--- src/rtl/rdc_ram.sv ---
// Generic single write port, single read port RAM with registered read data.
`timescale 1ns / 1ps
`default_nettype none

module rdc_ram #(
	parameter int WIDTH = 8,
	parameter int DEPTH = 16
) (
	input  wire logic                     clk,
	input  wire logic                     we,
	input  wire logic [$clog2(DEPTH)-1:0] waddr,
	input  wire logic [WIDTH-1:0]         wdata,
	input  wire logic [$clog2(DEPTH)-1:0] raddr,
	output logic      [WIDTH-1:0]         rdata
);

	logic [WIDTH-1:0] mem_q [DEPTH];

	always_ff @(posedge clk) begin
		if (we) begin
			mem_q[waddr] <= wdata;
		end
		rdata <= mem_q[raddr];
	end

endmodule

`default_nettype wire

--- config.mk ---
export PLATFORM = sky130hd
export DESIGN_NAME = rdc_ram
export DESIGN_NICKNAME = d
export VERILOG_FILES = /design/src/rtl/rdc_ram.sv
export SDC_FILE = /design/constraint.sdc
export NUM_CORES = 1
export LEC_CHECK = 0
export BUFFER_PORTS_ARGS = -buffer_cell sky130_fd_sc_hd__buf_2
export CORE_UTILIZATION = 50
export CTS_CLUSTER_DIAMETER = 50
export DETAILED_ROUTE_END_ITERATION = 8
export PLACE_DENSITY = 0.7
export SLEW_MARGIN = 10
export SYNTH_ARGS = -nofsm -noshare
export SYNTH_HDL_FRONTEND = slang
export SYNTH_SLANG_ARGS = --single-unit
--- constraint.sdc ---
create_clock -name clk -period 1.7 [get_ports clk]
set_input_delay 0.255 -clock clk [delete_from_list [all_inputs] [get_ports clk]]
set_output_delay 0.255 -clock clk [all_outputs]
set_load 0.01 [all_outputs]
---- Word-level counts from Yosys, hierarchy flattened ----
Memory sizes are Yosys's and may differ from the RTL's. A register that Yosys moved wholly into a read port is not among the register bits.
Cells that the tools add are included.
storage, ports and cells
  output and inout port bits .............. 8
  bits in writable memories ............... 128
  register bits after elaboration ......... 0
  logic and storage cells ................. 3
  memories kept ........................... 1
memories
  memory  words  bits a word  read ports  clocked after Yosys merged registers in  write ports  line  source
  mem_q   16     8            1           1                                        1            17    logic [WIDTH-1:0] mem_q [DEPTH];
operators by class
  mux-type cells .......................... 2
operator list
  cell              count
  2-to-1 mux 1 bit  2

---- Depth between registers and ports, before layout ----
  word-level depth ........................ 2
  gate-level depth with buffers ........... 5

---- Worst setup path after synthesis ----
Ideal clock, no wire load.
  path kind ............................... input port to flip-flop
  from .................................... input port waddr[2]
  to ...................................... memory mem_q[0][0], enable pin
  stages on the path ...................... 2
  required time ........................... 1.317 ns
  arrival time ............................ 1.365 ns
  path slack .............................. -0.048 ns
  path through ............................ or3b_2 -> nor3_1
RTL lines
  element          line  source
  start, declared  11    input wire logic [$clog2(DEPTH)-1:0] waddr,
  end, declared    17
Straight into the memory's write port.

==> summary.md <==
| Metric | Value |
|---|---|
| # diodes | 0 |
| Cell with the most instances after synthesis | sky130_fd_sc_hd__edfxtp_1 |
| Routability-driven placement congestion ratio | 0.691 |
| Fin nets | 301 |
| Kind of path behind the tightest hold check | input pin to flip-flop |
| Gr usage total | 19.0% |
| Synthesized Nets | 247 |
| Number of synthesis warnings | 0 |
| Leading post-synthesis cells by instance count | sky130_fd_sc_hd__edfxtp_1, sky130_fd_sc_hd__mux4_2, sky130_fd_sc_hd__a22oi_1, sky130_fd_sc_hd__mux4_1, sky130_fd_sc_hd__nor2_1 |
| Worst path arrival time | 1.71 ns |
| Clock latency reported for the late side of the worst-skew pair | 0.51 ns |
| Number of failing hold endpoints at the final stage | 0 |
| Slew at the pin with the worst max-slew slack | 0.701 ns |
| Wire length of the first global-routing pass | 13700 microns |
| GRT overflow | 0 |
| Vias post-DR | 2404 |
| Category of the most critical setup path | flip-flop to flip-flop |
| Largest delay share family, worst path | multiplexers |
| Vias in the first global route | 2378 |
| Placeable Area | 9860 sq um |
| Ys flop type | sky130_fd_sc_hd__edfxtp_1 |
| Post-layout min period | 1.34 ns |
| Maximum buffer depth of the clock tree | 2 |
| Violation count after the first detailed-route iteration | 105 |
| Total negative slack | 0 ns |
| Post-synthesis register bit count | 136 |
| Finish-stage setup viols | 0 |
| Netlist cell types | 19 |
| Cell count after synthesis | 229 |
| Cell type contributing the most total cell area after synthesis | sky130_fd_sc_hd__edfxtp_1 |
| Residual antenna-violating net count after detailed routing | 0 |
| Share of synthesized area occupied by flip-flops and latches | 77.8% |
| CTS sink cnt | 136 |
| Startpoint type of the worst setup path | flip-flop |
| Via-per-instance ratio | 5.60 |
| Critical Path RT | 2.08 ns |
| Leakage Power | 2.10 nW |
| Initial antenna violation count | 0 |
| Run status | finished clean |
| Detailed-route wire length per cell | 21.1 microns |
| Post-Route WL | 9050 microns |
| CTS H-tree depth | 4 |
| Netlist area before placement | 5150 sq um |
| Synth area leaders | sky130_fd_sc_hd__edfxtp_1, sky130_fd_sc_hd__mux4_2, sky130_fd_sc_hd__mux4_1, sky130_fd_sc_hd__dfxtp_1, sky130_fd_sc_hd__a22oi_1 |
| Die height | 103 microns |
| Clock tree from TritonCTS | built |
| RSZ-0062 raised after global routing | false |
| Critical path fanouts, max | 1 |
| Post-CTS Hold Buffers | 0 |
| I/O pin total | 26 |
| Worst hold-check slack | 0.123 ns |
| Largest net degree at the start of global routing | 33 |
| DR pass1 iterations | 4 |
| Clock tree skew after final layout | 0.00990 ns |
| Area growth from synthesis to final layout | 19.3% |
| Drt drc | 0 |
| Root cell of the clock tree | sky130_fd_sc_hd__clkbuf_8 |
| CP max stage delay | 0.50 ns |
| Maximum resistive drop on vdd | 0.933 mV |
| Per-instance average area after synthesis | 22.5 sq um |
| Max-cap violations | 0 |
| Maximum clock rate | 749 MHz |
| Initial Util | 52.2% |
| Die Wd | 103 microns |
| Number of max-slew violations in the final report | 0 |
| Register clock-pin slew on the reported worst setup and hold paths | 0.06 ns |
| Worst path cell trace | mux4_1 > a22oi_1 > nand2_1 |
| Worst path bufs/invs | 0 |
| Post-synth ARST share | 0% |
| Half-perimeter wire length of the detailed placement result | 5800 microns |
| Row Count | 36 |
| Setup Fix Bufs, Post-CTS | 0 |
| Power per unit of standard cell area | 1260 nW/um^2 |
| Ratio of final minimum period to clock period | 78.5% |
| Slowest cell on crit path | sky130_fd_sc_hd__mux4_1 |
| Share of Yosys cell area claimed by the top area cell type | 74.7% |
| Die Outline Area | 10700 sq um |
| Share of cells above drive strength 1 | 32.1% |
| Port-buffer cells | 25 |
| Type of element capturing the critical path | flip-flop |
| EDFF count, synth | 128 |
| Worst max-slew margin expressed relative to the limit | 53.1% |
| Number of resized instances in the post-cts repair step | 0 |
| Num CTS Buffers | 17 |
## cell families (layout without fill, tap and decap cells)
| logic type | count (synthesis) | count (layout) | share of synthesized area (%) |
|---|---|---|---|
| buf+inv | 10 | 77 | 1.68 |
| compound gates | 16 | 16 | 2.33 |
| simple gates | 35 | 35 | 3.18 |
| flops | 136 | 136 | 77.8 |
| mux | 32 | 32 | 15.0 |
## final cells by class
class                   instances  area [sq um]
flip-flops and latches        136          4000
fillers                       667          3720
multi-input cells              83          1060
clock buffers                  21           449
repair buffers                 45           313
well taps                     133           166
clock inverters                11           149
## per-stage QoR
step           std cells  setup slack [ns]  cell area, sq um  total power [mW]  util, %
3_3_place_gp         397            0.0684              5550              4.19     56.2
3_5_place_dp         397            0.0232              5550              4.20     56.2
2_1_floorplan        229             0.179              5150              4.04        -
5_1_grt              429             0.259              6140              7.97     62.3
4_1_cts              429             0.323              6140              7.81     62.3
6_report             429             0.365              6140              7.75     62.3
## layout by cell type, fill, tap and decap left out
master,count
sky130_fd_sc_hd__mux4_2,18
sky130_fd_sc_hd__clkbuf_1,2
sky130_fd_sc_hd__nand3_1,1
sky130_fd_sc_hd__nor3_2,1
sky130_fd_sc_hd__nor2b_1,1
sky130_fd_sc_hd__clkinv_2,2
sky130_fd_sc_hd__buf_2,25
sky130_fd_sc_hd__or3b_2,1
sky130_fd_sc_hd__and2b_1,1
sky130_fd_sc_hd__nor3_1,3
sky130_fd_sc_hd__clkinvlp_4,3
sky130_fd_sc_hd__dfxtp_1,8
sky130_fd_sc_hd__nand2_1,9
sky130_fd_sc_hd__bufinv_16,3
sky130_fd_sc_hd__buf_12,3
sky130_fd_sc_hd__nand2b_1,2
sky130_fd_sc_hd__clkbuf_16,16
sky130_fd_sc_hd__mux4_1,14
sky130_fd_sc_hd__a22oi_1,16
sky130_fd_sc_hd__edfxtp_1,128
sky130_fd_sc_hd__buf_4,17
sky130_fd_sc_hd__nor2_1,13
sky130_fd_sc_hd__inv_6,1
sky130_fd_sc_hd__clkbuf_8,3
sky130_fd_sc_hd__and2_1,1
sky130_fd_sc_hd__nand3b_1,2
sky130_fd_sc_hd__clkinv_4,2
## metal layers
layer | global-route usage, % | wire length (microns)
met5 | 0 | 0
met2 | 30.4 | 4560
met1 | 25.9 | 4140
met3 | 5.11 | 235
met4 | 6.18 | 109
## final timing paths
path	slack, ns	to	from	depth (start not counted)
max	0.36	rdata[4]	mem_q[9][4]	3
min reg2reg	0.68	rdata[5]	mem_q[14][5]	3
max reg2reg	0.36	rdata[4]	mem_q[9][4]	3
min	0.12	mem_q[14][2]	wdata[2]	1
## worst register-to-register path, cell delays in order, from the launching register on
cell                       delay [ns]
sky130_fd_sc_hd__edfxtp_1        0.36
sky130_fd_sc_hd__mux4_1          0.50
sky130_fd_sc_hd__a22oi_1         0.25
sky130_fd_sc_hd__nand2_1         0.10
## state kept, by name, summed over array words and instances (netlist names)
name   cells
rdata      8
mem_q    128
## where the power goes
| group | internal, mW | switching (mW) |
|---|---|---|
| registers | 3.75 | 0.0220 |
| clock network | 2.31 | 1.31 |
| logic | 0.156 | 0.194 |
(Power assumes the default switching activity.)
