[src/rtl/rdc_pkg.sv]
// Shared types and constants for the range distinct count core.
`timescale 1ns / 1ps
`default_nettype none

package rdc_pkg;

	// Fixed field widths of the item and result words
	localparam int KIND_W  = 1;
	localparam int INDEX_W = 10;
	localparam int VALUE_W = 16;
	localparam int COUNT_W = 11;

	// Item kinds
	localparam logic [KIND_W-1:0] KIND_LOAD  = 1'b0;
	localparam logic [KIND_W-1:0] KIND_QUERY = 1'b1;

	localparam logic [COUNT_W-1:0] ENTRY_COUNT_RESET = 11'd1024;

	typedef enum logic [2:0] {
		ST_IDLE,
		ST_FETCH,
		ST_SCAN,
		ST_FLUSH,
		ST_DONE
	} rdc_state_t;

	// Sequencer to compare unit control
	typedef struct packed {
		logic clear;
		logic vld;
		logic fetch;
		logic query;
	} rdc_ctl_t;

endpackage

`default_nettype wire

[src/rtl/rdc_unit.sv]
// Shared compare unit: previous-match tracking for loads, counting for queries.
`timescale 1ns / 1ps
`default_nettype none

module rdc_unit #(
	parameter int ADDR_W     = 10,
	parameter int VALUE_BITS = 16
) (
	input  wire logic                           clk,
	input  wire logic                           arst_n,
	input  wire rdc_pkg::rdc_ctl_t              ctl,
	input  wire logic [ADDR_W-1:0]              addr,
	input  wire logic [ADDR_W-1:0]              k,
	input  wire logic [VALUE_BITS-1:0]          newv,
	input  wire logic [ADDR_W-1:0]              lo,
	input  wire logic [VALUE_BITS+ADDR_W:0]     rd_word,
	output logic                                we,
	output logic      [VALUE_BITS+ADDR_W:0]     wdata,
	output logic      [rdc_pkg::COUNT_W-1:0]    count
);
	import rdc_pkg::*;

	// Word layout: value, previous-match valid, previous-match index
	logic [VALUE_BITS-1:0] v;
	logic                  pv;
	logic [ADDR_W-1:0]     pp;

	logic [VALUE_BITS-1:0] old_q;
	logic                  same_q;
	logic                  last_new_vld_q, last_old_vld_q;
	logic [ADDR_W-1:0]     last_new_q, last_old_q;
	logic                  done_new_q, done_old_q;
	logic [COUNT_W-1:0]    count_q;

	logic hit_new, hit_old, a_lt, a_eq, a_gt, scan_ld, dup;
	logic wr_k, wr_new, wr_old;

	assign v  = rd_word[VALUE_BITS+ADDR_W -: VALUE_BITS];
	assign pv = rd_word[ADDR_W];
	assign pp = rd_word[ADDR_W-1:0];

	assign hit_new = (v == newv);
	assign hit_old = (v == old_q);
	assign a_lt    = (addr < k);
	assign a_eq    = (addr == k);
	assign a_gt    = !a_lt && !a_eq;
	assign scan_ld = ctl.vld && !ctl.fetch && !ctl.query;
	assign dup     = pv && (pp >= lo);

	// The first later copy of the new value now points back at k; the first
	// later copy of the displaced value points at its last copy below k.
	assign wr_k   = scan_ld && a_eq;
	assign wr_new = scan_ld && a_gt && !done_new_q && hit_new;
	assign wr_old = scan_ld && a_gt && !wr_new && !same_q && !done_old_q && hit_old;

	always_comb begin
		we    = wr_k || wr_new || wr_old;
		wdata = rd_word;
		if (wr_k) begin
			wdata = {newv, last_new_vld_q, last_new_q};
		end else if (wr_new) begin
			wdata = {v, 1'b1, k};
		end else if (wr_old) begin
			wdata = {v, last_old_vld_q, last_old_q};
		end
	end

	always_ff @(posedge clk or negedge arst_n) begin
		if (!arst_n) begin
			last_new_vld_q <= 1'b0;
			last_old_vld_q <= 1'b0;
			done_new_q     <= 1'b0;
			done_old_q     <= 1'b0;
			count_q        <= '0;
		end else if (ctl.clear) begin
			last_new_vld_q <= 1'b0;
			last_old_vld_q <= 1'b0;
			done_new_q     <= 1'b0;
			done_old_q     <= 1'b0;
			count_q        <= '0;
		end else if (ctl.vld && !ctl.fetch) begin
			if (ctl.query) begin
				if (!dup) begin
					count_q <= count_q + 1'b1;
				end
			end else begin
				if (a_lt && hit_new) begin
					last_new_vld_q <= 1'b1;
				end
				if (a_lt && hit_old) begin
					last_old_vld_q <= 1'b1;
				end
				if (wr_new) begin
					done_new_q <= 1'b1;
				end
				if (wr_old) begin
					done_old_q <= 1'b1;
				end
			end
		end
	end

	always_ff @(posedge clk) begin
		if (ctl.vld && ctl.fetch) begin
			old_q  <= v;
			same_q <= hit_new;
		end
		if (scan_ld && a_lt && hit_new) begin
			last_new_q <= addr;
		end
		if (scan_ld && a_lt && hit_old) begin
			last_old_q <= addr;
		end
	end

	assign count = count_q;

	a_wr_only_in_load_scan: assert property (@(posedge clk) disable iff (!arst_n)
		we |-> scan_ld)
		else $error("store written outside a load scan");

	a_target_always_written: assert property (@(posedge clk) disable iff (!arst_n)
		(scan_ld && addr == k) |-> (we && wdata[VALUE_BITS+ADDR_W -: VALUE_BITS] == newv))
		else $error("load target not written with the new value");

endmodule

`default_nettype wire
[config.mk]
export PLATFORM = sky130hd
export DESIGN_NAME = rdc_unit
export DESIGN_NICKNAME = d
export VERILOG_FILES = /design/src/rtl/rdc_pkg.sv /design/src/rtl/rdc_unit.sv
export SDC_FILE = /design/constraint.sdc
export NUM_CORES = 1
export LEC_CHECK = 0
export ABC_AREA = 1
export BUFFER_PORTS_ARGS = -buffer_cell sky130_fd_sc_hd__buf_2
export CORE_UTILIZATION = 52
export DETAILED_ROUTE_END_ITERATION = 7
export GPL_ROUTABILITY_DRIVEN = 0
export GPL_TIMING_DRIVEN = 1
export PLACE_DENSITY_LB_ADDON = 0.12
export SYNTH_ARGS = -nofsm -noshare
export SYNTH_HDL_FRONTEND = slang
export SYNTH_SLANG_ARGS = --single-unit
[constraint.sdc]
create_clock -name clk -period 2.3 [get_ports clk]
set_input_delay 0.345 -clock clk [delete_from_list [all_inputs] [get_ports clk]]
set_output_delay 0.345 -clock clk [all_outputs]
set_load 0.02 [all_outputs]
=== Yosys cells after proc, flatten, opt, wreduce, memory -nomap -nowiden ===
Index checks and enable logic that the tools add are counted.

* Bits in registers: 52
* Latch bits: 0
* RAM bits: 0
* Memory bits (read-only): 0
* Bits of input ports: 79
* Output and inout port bits: 39
* Word-level logic and storage cells: 79
* Memories: 0

* $add $sub $neg: 1
* $mul: 0
* Divide/modulo/power cells: 0
* Magnitude comparators: 2
* Equality and inequality tests: 5
* Shift operators: 0
* Muxes and demuxes: 23
* Bitwise gates (word level): 0
* Reductions and logical operators: 39

{| class="wikitable"
|+ Operator list
! operator !! number
|-
| $mux W11 || 6
|-
| $eq A16 B16 Y1 || 2
|-
| $mux W27 || 1
|-
| $logic_and A1 B1 Y1 || 18
|-
| $mux W1 || 16
|-
| $reduce_and A3 Y1 || 5
|-
| $reduce_bool A2 Y1 || 6
|-
| $add A11 B1 Y11 const B || 1
|-
| $eq A10 B10 Y1 || 1
|-
| $ge A10 B10 Y1 || 1
|-
| $lt A10 B10 Y1 || 1
|-
| $logic_not A1 Y1 || 8
|-
| $logic_or A1 B1 Y1 || 2
|-
| $ne A2 B1 Y1 const B || 1
|-
| $ne A2 B2 Y1 const B || 1
|}

=== Depth between registers and ports, before layout ===
* Depth after elaboration: 15
* Gate-level depth with buffers: 16
* Mapped depth without buffers: 15

=== Least setup slack after synthesis ===
No wires, ideal clock.

* Path kind: input -> output
* Start: in k[5]
* End: out wdata[10]
* Arrival: 1.854 ns
* Data required time: 1.955 ns
* Path slack: 0.101 ns
* Stages on the path: 12
* Buffers on the path: 1
* Cells stage by stage: inv_1 -> ha_1 -> nand2_1 -> nor2_1 -> nand4_1 -> nand2_1 -> nor2_4 -> inv_4 -> nor2_8 -> nor2_4 -> buf_6 -> a21oi_2

* Word-level cells in the longest chain between the ends: 14
* Elaborated cells on any way between the ends: 17
* Classes of those cells: order compare (1); eq/ne (1); mux (3); reduce/logical (12)

{| class="wikitable"
|+ RTL lines
! item !! line !! RTL
|-
| start: declaration || rdc_unit.sv:13 || <nowiki>input wire logic [ADDR_W-1:0] k,</nowiki>
|-
| $lt A10 B10 Y1 / $eq A10 B10 Y1 (equally long branches) || rdc_unit.sv:44, rdc_unit.sv:45 ||
|-
| $logic_not A1 Y1 || rdc_unit.sv:46 || <nowiki>assign a_gt = !a_lt && !a_eq;</nowiki>
|-
| $logic_and A1 B1 Y1 || rdc_unit.sv:46 ||
|-
| $logic_and A1 B1 Y1 || rdc_unit.sv:53, rdc_unit.sv:54 ||
|-
| $logic_and A1 B1 Y1 (2 in series) || rdc_unit.sv:53 || <nowiki>assign wr_new = scan_ld && a_gt && !done_new_q && hit_new;</nowiki>
|-
| $logic_not A1 Y1 || rdc_unit.sv:54 || <nowiki>assign wr_old = scan_ld && a_gt && !wr_new && !same_q && !done_old_q && hit_old;</nowiki>
|-
| $logic_and A1 B1 Y1 (4 in series) || rdc_unit.sv:54 ||
|-
| $mux W11 || rdc_unit.sv:63 || <nowiki>end else if (wr_old) begin</nowiki>
|-
| $mux W11 || rdc_unit.sv:61 || <nowiki>end else if (wr_new) begin</nowiki>
|-
| $mux W27 (*) || rdc_unit.sv:59 || <nowiki>if (wr_k) begin</nowiki>
|-
| end: declaration || rdc_unit.sv:18 || <nowiki>output logic [VALUE_BITS+ADDR_W:0] wdata,</nowiki>
|}

Mark *: on every way between the ends. The rest lies on a longest branch, timed or not.

=== Worst setup path in the final report ===
* Start: reg old_q[9]
* End: out wdata[3]

* Word-level cells in the longest chain between the ends: 5

{| class="wikitable"
|+ RTL lines
! item !! line !! RTL
|-
| start: declaration || rdc_unit.sv:28 || <nowiki>logic [VALUE_BITS-1:0] old_q;</nowiki>
|-
| start signal: assignment || rdc_unit.sv:105 || <nowiki>old_q <= v;</nowiki>
|-
| $eq A16 B16 Y1 || rdc_unit.sv:43 || <nowiki>assign hit_old = (v == old_q);</nowiki>
|-
| $logic_and A1 B1 Y1 || rdc_unit.sv:54 ||
|-
| $mux W11 || rdc_unit.sv:63 ||
|-
| $mux W11 || rdc_unit.sv:61 ||
|-
| $mux W27 || rdc_unit.sv:59 ||
|}

No other way between the ends.

==> metrics.yaml <==
fp.dieArea_sq_um: 7670
total_power_uw: 2290
wl_met2_microns: 6910
clk_pin_slew_worst_paths_ns: 0.10
synth_area_leader_cell: "edfxtp_1"
end_kind: "output pin"
timing.rr.end: "done_old_q$_DFFE_PN0P_"
ys_top_cells_by_area: "edfxtp_1, nand2_1, dfrtp_1"
drv_cap: 0
finalSetupTns_ns: -3.82
areaGrowthSynthToFinish_pct: 53.1
fin_ws_ns: -0.374
fmaxAchievable_ghz: 0.374
final_nets: 796
path_cells: "nand2_1, nand2_1, nor2_1, nand2_1, nor2_4, nand2_2, nor2_4, buf_6, nand4_1, nand3_2, nand2_2, buf_6"
numCtsBuffers: 5
min-delay-start: "addr[7]"
post-route-min-period_ns: 2.67
drt-initial-drc-count: 333
syn_inst: 522
cts-root-buf: "clkbuf_8"
clock_sinks: 52
synth_fp_nets: 622
io_pins: 118
post-route-period-util: 1.16
vias_per_cell: 5.52
ant_nets: 0
critPathMaxFanout: 6
critPathKind: "flip-flop to output pin"
synth_top_area_frac: 0.292
port-buffer-count: 117
netlist_area_sq_um: 3810
clkLatencyLatePin_ns: 0.32
core-area_sq_um: 6940
tightest_slew_ns: 0.679
slowest_stage: "edfxtp_1"
drive_gt1_frac: 0.423
fin_util: 0.839
grt_pass1_vias: 4087
cp.required_ns: 1.96
r2r-start: "old_q[9]$_DFFE_PP_"
fp.dieW_microns: 87.6
avgRoutedWirePerCell_microns: 16.7
finClkSkew_ns: 0.00599
dr.pass1.iters: 5
hp-class: "primary input to flip-flop"
drc: 0
syn_area_per_cell_sq_um: 7.29
ctsLongestPathBuffers: 2
antenna_found_initial: 0
rsz0062_at_grt: "true"
wl_microns: 13200
synth_common_cells: "nand2_1, inv_1, nor2_1"
vdd_ir_drop_max_v: 0.000288
synthArstFlopShare: 0.288
ys_ff_latch: 52
ff2ff_path_depth: 14
outcome: "complete, but fails checks"
violations: "setup timing"
initial_core_util: 0.548
dr_wl_met3_microns: 973
hold_viol: 0
crit_top_cell: "nand2_1"
grt_first_pass_wirelength_microns: 17800
finalSetupViolations: 25
ys.flop_type: "edfxtp_1"
whs_path_depth: 1
startpoint_type: "flip-flop"
cellLeakagePower_uw: 0.00301
slowest_delay_ns: 0.42
antenna_cells: 0
crit_start: "old_q[9]$_DFFE_PP_"
grt_overflow_total: 0
slew_headroom: 0.547
cp.arrival_ns: 2.33
p_per_area_nw_per_um2: 394
yosysMostFrequentCell: "nand2_1"
cts_tree: "built"
grt_usage: 0.305
ys_types: 32
routed.top_layer: "met4"
drv_slew: 0
die_y_microns: 87.6
r2r_slack_ns: 0.04
h-tree-depth: 2
hpwl_microns: 7360
met1_length_microns: 4650
via_count: 4377
nFillCells: 378
synth_edf_count: 37
ys_seq_area_frac: 0.390
ys_warn_count: 0
whs_endpoint: "last_new_q[7]$_DFFE_PP_"
grt_max_degree: 18
rows: 30
[worst max path at each step]
stage	endpoint	slack, ns
2_1_floorplan	wdata[10]	0.10
3_3_place_gp	wdata[10]	-0.19
3_5_place_dp	wdata[10]	-0.25
4_1_cts	wdata[7]	-0.15
5_1_grt	wdata[3]	-0.42
6_report	wdata[3]	-0.37
[stage by stage]
| step | std cells | hold WS, ns | instance area (sq um) | setup slack [ns] |
|---|---|---|---|---|
| 2_1_floorplan | 522 | 0.0494 | 3810 | 0.101 |
| 3_3_place_gp | 755 | 0.267 | 4740 | -0.189 |
| 3_5_place_dp | 755 | 0.272 | 4740 | -0.247 |
| 4_1_cts | 788 | 0.213 | 5510 | -0.153 |
| 5_1_grt | 793 | 0.206 | 5830 | -0.422 |
| 6_report | 793 | 0.211 | 5830 | -0.374 |
[report_power, final]
part | total (uW) | switching, uW | internal [uW]
Clock | 656 | 332 | 323
Combinational | 594 | 334 | 260
Sequential | 1040 | 14.0 | 1030
Total | 2290 | 680 | 1610
[registers in the layout, summed over array words and instances (netlist names)]
signal and cells:
last_old_vld_q 1, last_new_vld_q 1, count 11, done_old_q 1
same_q 1, last_old_q 10, done_new_q 1, old_q 16
last_new_q 10
[worst max-delay path: cells and delay by family (launching register included)]
| kind | cells | cell delay, ns |
|---|---|---|
| buffers and inverters | 2 | 0.32 |
| AND/OR/NAND/NOR | 10 | 1.27 |
| flip-flops | 1 | 0.42 |
[layout by cell type (no fill, tap or decap), types with 6 or more instances in the layout]
cell	instances
inv_2	15
nor2_4	11
buf_12	6
nand3_1	9
edfxtp_1	37
inv_1	90
a21oi_1	12
ha_1	13
buf_4	45
nand3_2	10
nand2_1	128
a22oi_1	6
nand4_1	14
nor2_1	32
o21ai_2	10
nand2_2	36
dfrtp_1	15
nor3_1	10
nand2_4	6
xor2_1	14
buf_6	44
o21ai_0	9
ha_4	8
buf_2	74
[timing repair]
action,in CTS,in global routing
setup endpoints to repair,28,28
hold buffers,1,0
pin swaps,31,30
hold endpoints to repair,15,0
cloned,5,0
resized for setup,115,94
setup buffers,22,9
[metal layers]
layer  track usage  vias up
li1              -     1988
met2         0.545      295
met5             0        -
met4         0.176        0
met3        0.0556       75
met1         0.340     2019
[area by class of cell]
class | instances | area [sq um] | share of cell area
clock buffers | 5 | 68.8 | 0.0118
clock inverters | 3 | 42.5 | 0.00730
inverters | 109 | 419 | 0.0719
multi-input cells | 351 | 2230 | 0.382
flip-flops and latches | 52 | 1490 | 0.255
well taps | 96 | 120 | 0.0206
repair buffers | 177 | 1460 | 0.251
[cell families after synthesis]
group                    synth area share
AND/OR/NAND/NOR                     0.313
buffers and inverters               0.123
adder cells (fa/ha/maj)            0.0690
AO/OA/AOI/OAI                      0.0726
XOR/XNOR                           0.0322
flip-flops                          0.390
No activity file was read; power rests on OpenSTA's default activity.
